### src/sv/fcbs_pkg.sv
`timescale 1ns / 1ps
// ----------------------------------------------------------------------------
// fcbs_pkg
// Shared types and constants of the frustum box/sphere culling block.
// ----------------------------------------------------------------------------
package fcbs_pkg;

  // Number of frustum planes tested side by side
  localparam int NumPlanes = 6;
  // Configuration index width
  localparam int PlaneIdxW = (NumPlanes > 1) ? $clog2(NumPlanes) : 1;

  // Q1.14 value of one, used as w for a sphere query
  localparam logic signed [15:0] Q14One = 16'sd16384;

  // Width of the doubled plane distance and effective radius
  localparam int DistW = 36;

  // Packed plane register: d in the top 16 bits, nx at the bottom
  typedef struct packed {
    logic signed [15:0] d;
    logic signed [15:0] nz;
    logic signed [15:0] ny;
    logic signed [15:0] nx;
  } plane_t;

  // Result classes
  typedef enum logic [1:0] {
    ClassInside   = 2'd0,
    ClassStraddle = 2'd1,
    ClassOutside  = 2'd2
  } result_class_e;

  // Per-stage load enables of the pipeline
  typedef struct packed {
    logic s1;
    logic s2;
    logic s3;
  } stage_en_t;

endpackage

### src/sv/fcbs_cfg_regs.sv
`timescale 1ns / 1ps
// ----------------------------------------------------------------------------
// fcbs_cfg_regs
// Plane register file; writes with an index past the last plane are dropped.
// ----------------------------------------------------------------------------
module fcbs_cfg_regs import fcbs_pkg::*; (
  input  logic                 clk_i,
  input  logic                 rst_ni,
  input  logic                 cfg_valid_i,
  input  logic [PlaneIdxW-1:0] cfg_index_i,
  input  logic [63:0]          cfg_data_i,
  output plane_t               planes_o [NumPlanes]
);

  plane_t planes_q [NumPlanes];
  logic   wr_en;

  // Accept only indexes that name a plane
  assign wr_en = cfg_valid_i && (32'(cfg_index_i) < NumPlanes);

  // Hold plane values, load on a write beat
  always_ff @(posedge clk_i or negedge rst_ni) begin
    if (!rst_ni) begin
      for (int i = 0; i < NumPlanes; i++) begin
        planes_q[i] <= '0;
      end
    end else if (wr_en) begin
      planes_q[cfg_index_i] <= plane_t'(cfg_data_i);
    end
  end

  assign planes_o = planes_q;

endmodule

### config.mk
export PLATFORM = sky130hd
export DESIGN_NAME = fcbs_cfg_regs
export DESIGN_NICKNAME = d
export VERILOG_FILES = /design/src/sv/fcbs_pkg.sv /design/src/sv/fcbs_cfg_regs.sv
export SDC_FILE = /design/constraint.sdc
export NUM_CORES = 1
export LEC_CHECK = 0
export BUFFER_PORTS_ARGS = -buffer_cell sky130_fd_sc_hd__buf_4
export CORE_AREA = 5 5 173 175
export DETAILED_ROUTE_END_ITERATION = 6
export DIE_AREA = 0 0 178 180
export PLACE_DENSITY = 0.83
export SLEW_MARGIN = 30
export SYNTH_ARGS = -nofsm -noshare
export SYNTH_HDL_FRONTEND = slang
export SYNTH_SLANG_ARGS = --single-unit
### constraint.sdc
create_clock -name clk_i -period 1.5 [get_ports clk_i]
set_input_delay 0.3 -clock clk_i [delete_from_list [all_inputs] [get_ports clk_i]]
set_output_delay 0.3 -clock clk_i [all_outputs]
set_load 0.02 [all_outputs]
; ---- Yosys cells after proc, flatten, opt, wreduce, memory -nomap -nowiden
; Index checks and enable logic that the tools add are counted.
[word_totals]
wordCells = 33
out_inout_bits = 384
reg_bits = 384
[classes]
n_bitwise = 1
n_reduce_logical = 2
n_mux = 3
n_lt_le_gt_ge = 3
[ops]
columns = op, n
row1 = 384-bit bitwise mux, 1
row2 = 64-bit demux with 3-bit select, 1
row3 = 64-bit two-way mux, 1
row4 = "4-bit >= comparator, second input constant", 1
row5 = "4-bit by 1-bit less-than comparator with 1-bit output, second input constant", 1
row6 = 3-bit NOT with 4-bit output, 1
row7 = "3-bit less-than comparator, second input constant", 1
row8 = 1-bit logical AND, 2

; ---- Depth between registers and ports, before layout
; Gate-level depths: netlist (run 1).
[logic_depth]
word_depth = 6
mapped_depth = 4
mapped_depth_nobuf = 2

; ---- Worst setup path after synthesis (run 1)
; No wires, ideal clock.
[synth_path]
kind = input to register
from = in cfg_index_i[2]
to = reg planes_q (netlist bit planes_o[325])
arrival_ps = 1268
setup_slack_ps = 107
setup_time_ps = 125
path_buffers = 2
stages = 4
cell_sequence = nor4b_1 > buf_4 > buf_6 > mux2_2
[synth_via]
elab_chain_cells = 6
elab_cells_between_ends = 9
cone_classes = order compare: 3 / mux: 3 / bitwise: 1 / reduce/logical: 2
[synth_lines]
columns = element, line
row1 = "start, declared", fcbs_cfg_regs.sv:10  ; input logic [PlaneIdxW-1:0] cfg_index_i,
row2 = 3-bit NOT with 4-bit output (implied by the code), fcbs_cfg_regs.sv:28  ; planes_q[cfg_index_i] <= plane_t'(cfg_data_i);
row3 = 4-bit >= comparator (implied by the code) or 4-bit by 1-bit less-than comparator with 1-bit output (tied branches), fcbs_cfg_regs.sv:28
row4 = 1-bit logical AND (implied by the code), fcbs_cfg_regs.sv:28
row5 = 64-bit two-way mux (implied by the code), fcbs_cfg_regs.sv:28
row6 = 64-bit demux with 3-bit select, fcbs_cfg_regs.sv:28
row7 = 384-bit bitwise mux, fcbs_cfg_regs.sv:28
row8 = "end signal, assigned by index", fcbs_cfg_regs.sv:28
row9 = "end, declared", fcbs_cfg_regs.sv:15  ; plane_t planes_q [NumPlanes];
; Parallel ways exist; a longest one is shown, timed or not.
; A chain may end at the register's enable or synchronous reset.

; ---- Worst setup path after layout (run 1)
[layout_path]
from = reg planes_q (netlist bit planes_o[172])
to = out planes_o[172] (netlist name)
[layout_lines]
columns = element, line
row1 = "end, declared", fcbs_cfg_regs.sv:12  ; output plane_t planes_o [NumPlanes]
; No word-level cell between the ends.

==> impl_metrics.ini, run 1 <==
[drt]
wl_met3_um = 3690
totalWireLength_um = 38900
via_per_inst = 5.28
post_drt_wl_per_cell_um = 22.7
drc = 0
num_vias = 9035
postRouteAntennaNets = 0
drt_iter0_markers = 319
met1_length_um = 14700
topRoutingLayerUsed = met4
first_pass_iters = 4
wl_met2_um = 19300

[timing]
slew_viol_final = 0
rsz0062_at_grt = false
hold_viol_final = 0
period_needed_ns = 1.38
worst_pin_slew_ns = 0.412
min_period_over_period_pct = 92.2
setup_viol = 0
relSlewSlack_pct = 72.5
max_freq_mhz = 723
holdWs_ns = 0.0607
clock_skew_ns = 0

[clock_tree]
root_buffer = clkbuf_16
cts_sinks = 384
clockBufferDepth = 3
htree_levels = 2
path_clk_slew_ns = 0.06
clock_latency_ns = 0.50
cts_tree = built
cts_made_buffers = 38

[floorplan]
io_pins = 454
dieArea_um2 = 32000
die_h_um = 180
die_x_um = 178
rows = 62
coreArea_um2 = 28300
start_util_pct = 50.8

[placement]
placed_cells_incl_taps = 1644
gp_congestion = 0.775
placed_area_um2 = 18400
dpl.hpwl_um = 27400
io_buffers = 453

[power]
leakagePower_uw = 0.00923
ir_drop_uv = 1220
cellPowerDensity_nw_per_um2 = 1700

[layout]
utilization_pct = 69.2
final_cell_mix = buf_4, dfrtp_1, mux2_2
largest_reg_flops = 384
postLayoutCellArea_um2 = 19600
fin_cells = 1710
fillers = 1827
nets = 1371
syn_to_final_growth_pct = 36.3
register_area_um2 = 9610
antenna_cells = 0
drive_above_1_share_pct = 69.6
final_common_cell = buf_4
multi_input_area_um2 = 4410

[grt]
grt_max_degree = 63
overflow = 0
antenna_found_initial = 0
grt.total_usage_pct = 23.9
grt_pass1_wl_um = 59900
grt_pass1_vias = 9971

[worst_setup_path]
worstPathCellList = buf_4
critPathSlowestCell = dfrtp_1
end_kind = output port
crit_family = flip-flops
cp-start-kind = register
worst-path-buf-inv = 1
required_ns = 1.20
worstPathArrival_ns = 1.08
crit_type = reg -> out
critPathMaxStageDelay_ns = 0.40
crit_path_max_fanout = 2

[synth]
syn_nets = 886
ys_seq_area_share_pct = 66.8
postSynthAreaPerCell_um2 = 17.6
ys_top_cells_by_area = dfrtp_1, mux2_2, buf_6
netlist_area_um2 = 14400
synth_seq_cells = 384
synthCells = 816
yosysWarnings = 0
synth_top_cell_area_share_pct = 66.8
yosysUniqueCellTypes = 9
synth_largest_area_cell = dfrtp_1

[job]
maxCapViolations = 0

[min_path]
min_path_type = in -> reg

[status]
status = completed
cells by family (layout without fill, tap and decap cells):
logic type             count (synthesis)  count (layout)  share of synthesized area, %
DFF                                  384             384                          66.8
and+or+nand+nor                        6               6                         0.444
buffers and inverters                 42             552                          2.65
muxes                                384             384                          30.1
final timing paths:
check                               startpoint  cells after the start            end  slack, ns
worst max register to register   planes_o[322]                      1  planes_o[322]       0.67
min in group asynchronous               rst_ni                      2  planes_o[161]       0.31
worst max-delay path             planes_o[172]                      1  planes_o[172]       0.12
worst min register to register   planes_o[181]                      1  planes_o[181]       0.50
max in group asynchronous               rst_ni                      3  planes_o[140]       0.51
worst min-delay path            cfg_data_i[42]                      2  planes_o[170]       0.06
routing by layer:
layer | vias up | track usage, %
li1 | 3875 | -
met1 | 4693 | 29.4
met2 | 392 | 40.3
met3 | 75 | 7.77
met4 | 0 | 7.43
met5 | - | 0
cell usage after synthesis, drive strengths merged:
master	count
nor4b	1
nand4b	2
buf	42
dfrtp	384
mux2	384
and4bb	3
through the flow:
step / setup slack [ns] / power [uW] / TNS, ns
6_report: 0.117 / 33300 / 0
5_1_grt: 0.0775 / 34800 / 0
4_1_cts: 0.0929 / 33600 / 0
3_5_place_dp: -0.125 / 24300 / -17.66
3_3_place_gp: -0.136 / 23900 / -15.18
2_1_floorplan: 0.107 / 18900 / 0
power breakdown:
| part | internal [uW] | switching (uW) |
|---|---|---|
| registers | 12700 | 1320 |
| clock network | 5540 | 3750 |
| logic | 4710 | 5360 |
| total | 22900 | 10400 |
layout make-up:
cell class / count / share of cell area [%]
Sequential cell: 384 / 49.0
Clock buffer: 60 / 6.01
Clock inverter: 5 / 0.268
Timing Repair Buffer: 487 / 19.8
Tap cell: 384 / 2.45
Multi-Input combinational cell: 390 / 22.5
timing repair:
action,CTS,global route
resized for setup,0,0
hold endpoints to repair,28,0
setup buffers,0,0
hold buffers,1,0
(Power assumes the default switching activity.)
==> run 2, diff against run 1 <==
==> config.mk (replaced) <==
export PLATFORM = sky130hd
export DESIGN_NAME = fcbs_cfg_regs
export DESIGN_NICKNAME = d
export VERILOG_FILES = /design/src/sv/fcbs_pkg.sv /design/src/sv/fcbs_cfg_regs.sv
export SDC_FILE = /design/constraint.sdc
export NUM_CORES = 1
export LEC_CHECK = 0
export CORE_AREA = 5 5 175 177
export DETAILED_ROUTE_END_ITERATION = 6
export DIE_AREA = 0 0 180 182
export DONT_BUFFER_PORTS = 1
export PLACE_DENSITY = 0.68
export SLEW_MARGIN = 30
export SYNTH_ARGS = -nofsm -noshare
export SYNTH_HDL_FRONTEND = slang
export SYNTH_SLANG_ARGS = --single-unit
==> run 2 against run 1 <==
Core utilization shrank 12 points. Critical path depth is 1 lower. The flow now finishes with violations (hold timing, slew limit). Maximum frequency is 5.1% higher. First-iteration DRC count fell by 16%. Largest power group unchanged. Non-clock buffer count shrank 410. Cell count is 23% lower. Clock power fell by 1%. Combinational power down 73%. Via count is 18% lower.
==> impl_metrics.ini, run 2 (synthesized netlist as in run 1, its figures left out) <==
[layout]
nets = 961
drive_above_1_share_pct = 49.6
syn_to_final_growth_pct = 15.6
final_common_cell = dfrtp_1
largest_reg_flops = 384
fin_cells = 1309
utilization_pct = 57.2
final_cell_mix = dfrtp_1, mux2_2, dlygate4sd3_1

[clock_tree]
cts_setup_buffers = 0
cts_hold_buf = 64
clock_latency_ns = 0.50
root_buffer = clkbuf_16
path_clk_slew_ns = 0.06
clockBufferDepth = 3
cts_resized = 0
cts_made_buffers = 38
htree_levels = 2
cts_tree = built
cts_sinks = 384

[worst_setup_path]
worstPathArrival_ns = 1.02
crit_path_max_fanout = 2
r2r_setup_slack_ns = 0.58
r2r_cells = 1
r2r_end = planes_o[215]
required_ns = 1.20
cp-start-kind = register
end_kind = output port
cp.depth = 0
reg2reg_from = planes_o[215]
crit_type = reg -> out

[grt]
antenna_found_initial = 2
grt_max_degree = 385
grt.total_usage_pct = 21.1
grt_pass1_vias = 8398
overflow = 0
grt_pass1_wl_um = 54400

[timing]
worst_pin_slew_ns = 1.51
max_freq_mhz = 759
period_needed_ns = 1.32
slew_viol_final = 38
rsz0062_at_grt = false
clock_skew_ns = 0
setup_viol = 0
holdWs_ns = -0.512
min_period_over_period_pct = 87.8
relSlewSlack_pct = -0.688
hold_viol_final = 384

[drt]
post_drt_wl_per_cell_um = 27.0
drt_iter0_markers = 267
first_pass_iters = 4
drc = 0
num_vias = 7386
postRouteAntennaNets = 0
via_per_inst = 5.64
totalWireLength_um = 35300

[floorplan]
start_util_pct = 49.4
io_pins = 454
rows = 63
die_h_um = 182
dieArea_um2 = 32800
coreArea_um2 = 29100
die_x_um = 180

[power]
cellPowerDensity_nw_per_um2 = 1770
ir_drop_uv = 1220
total_power_uw = 29400
leakagePower_uw = 0.00716

[min_path]
min_path_type = in -> async

[status]
status = finished, violations left
violations = hold timing, slew limit

[placement]
gp_congestion = 0.778
placed_cells_incl_taps = 1177
dpl.hpwl_um = 23100
io_buffers = 0

[job]
maxCapViolations = 0
==> run 2: cell count changes in the layout (fill, tap and decap cells not counted) <==
| cell | before | now |
|---|---|---|
| buf_12 | 17 | 12 |
| buf_4 | 468 | 1 |
| clkinvlp_4 | 1 | 3 |
| buf_8 | 1 | 0 |
| clkbuf_8 | 8 | 5 |
| clkinv_8 | 0 | 1 |
| clkbuf_1 | 11 | 7 |
| clkinv_2 | 3 | 8 |
| dlygate4sd3_1 | 1 | 64 |
| diode_2 | 0 | 2 |
==> run 2: area by class of cell <==
| cell class | instances | area [um2] |
|---|---|---|
| Fill cell | 2144 | 12500 |
| Sequential cell | 384 | 9610 |
| Multi-Input combinational cell | 390 | 4410 |
| Clock buffer | 53 | 1120 |
| Timing Repair Buffer | 77 | 888 |
| Tap cell | 390 | 488 |
| Clock inverter | 13 | 109 |
| Antenna cell | 2 | 5.00 |
==> run 2: power breakdown <==
group	leakage, uW	total, uW	switching, uW	internal (uW)
registers	0.00461	17500	4910	12600
clock network	0.000602	9180	3770	5410
logic	0.00195	2700	880	1820
==> run 2: worst max-delay path by stage <==
stage	slack [ns]	startpoint	end
3_3_place_gp	0.0005	cfg_index_i[2]	planes_o[369]
5_1_grt	0.14	planes_o[271]	planes_o[271]
6_report	0.18	planes_o[166]	planes_o[166]
2_1_floorplan	0.11	cfg_index_i[2]	planes_o[325]
3_5_place_dp	-0.05	cfg_index_i[2]	planes_o[354]
4_1_cts	0.14	planes_o[271]	planes_o[271]
==> run 2: routing by layer <==
| layer | track usage, % | vias to the layer above | part of all wire [%] |
|---|---|---|---|
| met2 | 34.7 | 376 | 48 |
| li1 | - | 3061 | - |
| met5 | 0 | - | 0 |
| met1 | 23.7 | 3882 | 36 |
| met4 | 6.61 | 0 | 2.8 |
| met3 | 11.6 | 67 | 13 |
==> run 2: metrics by stage <==
stage | hold WS [ns] | setup slack, ns | setup TNS [ns] | area, um2
finish | -0.512 | 0.183 | 0 | 16600
global placement | 0.0141 | 0.000531 | 0 | 14800
detailed placement | 0.0151 | -0.0513 | -2.12 | 14800
global route | -0.546 | 0.137 | 0 | 16600
CTS | -0.533 | 0.145 | 0 | 16600
floorplan | 0.00441 | 0.107 | 0 | 14400
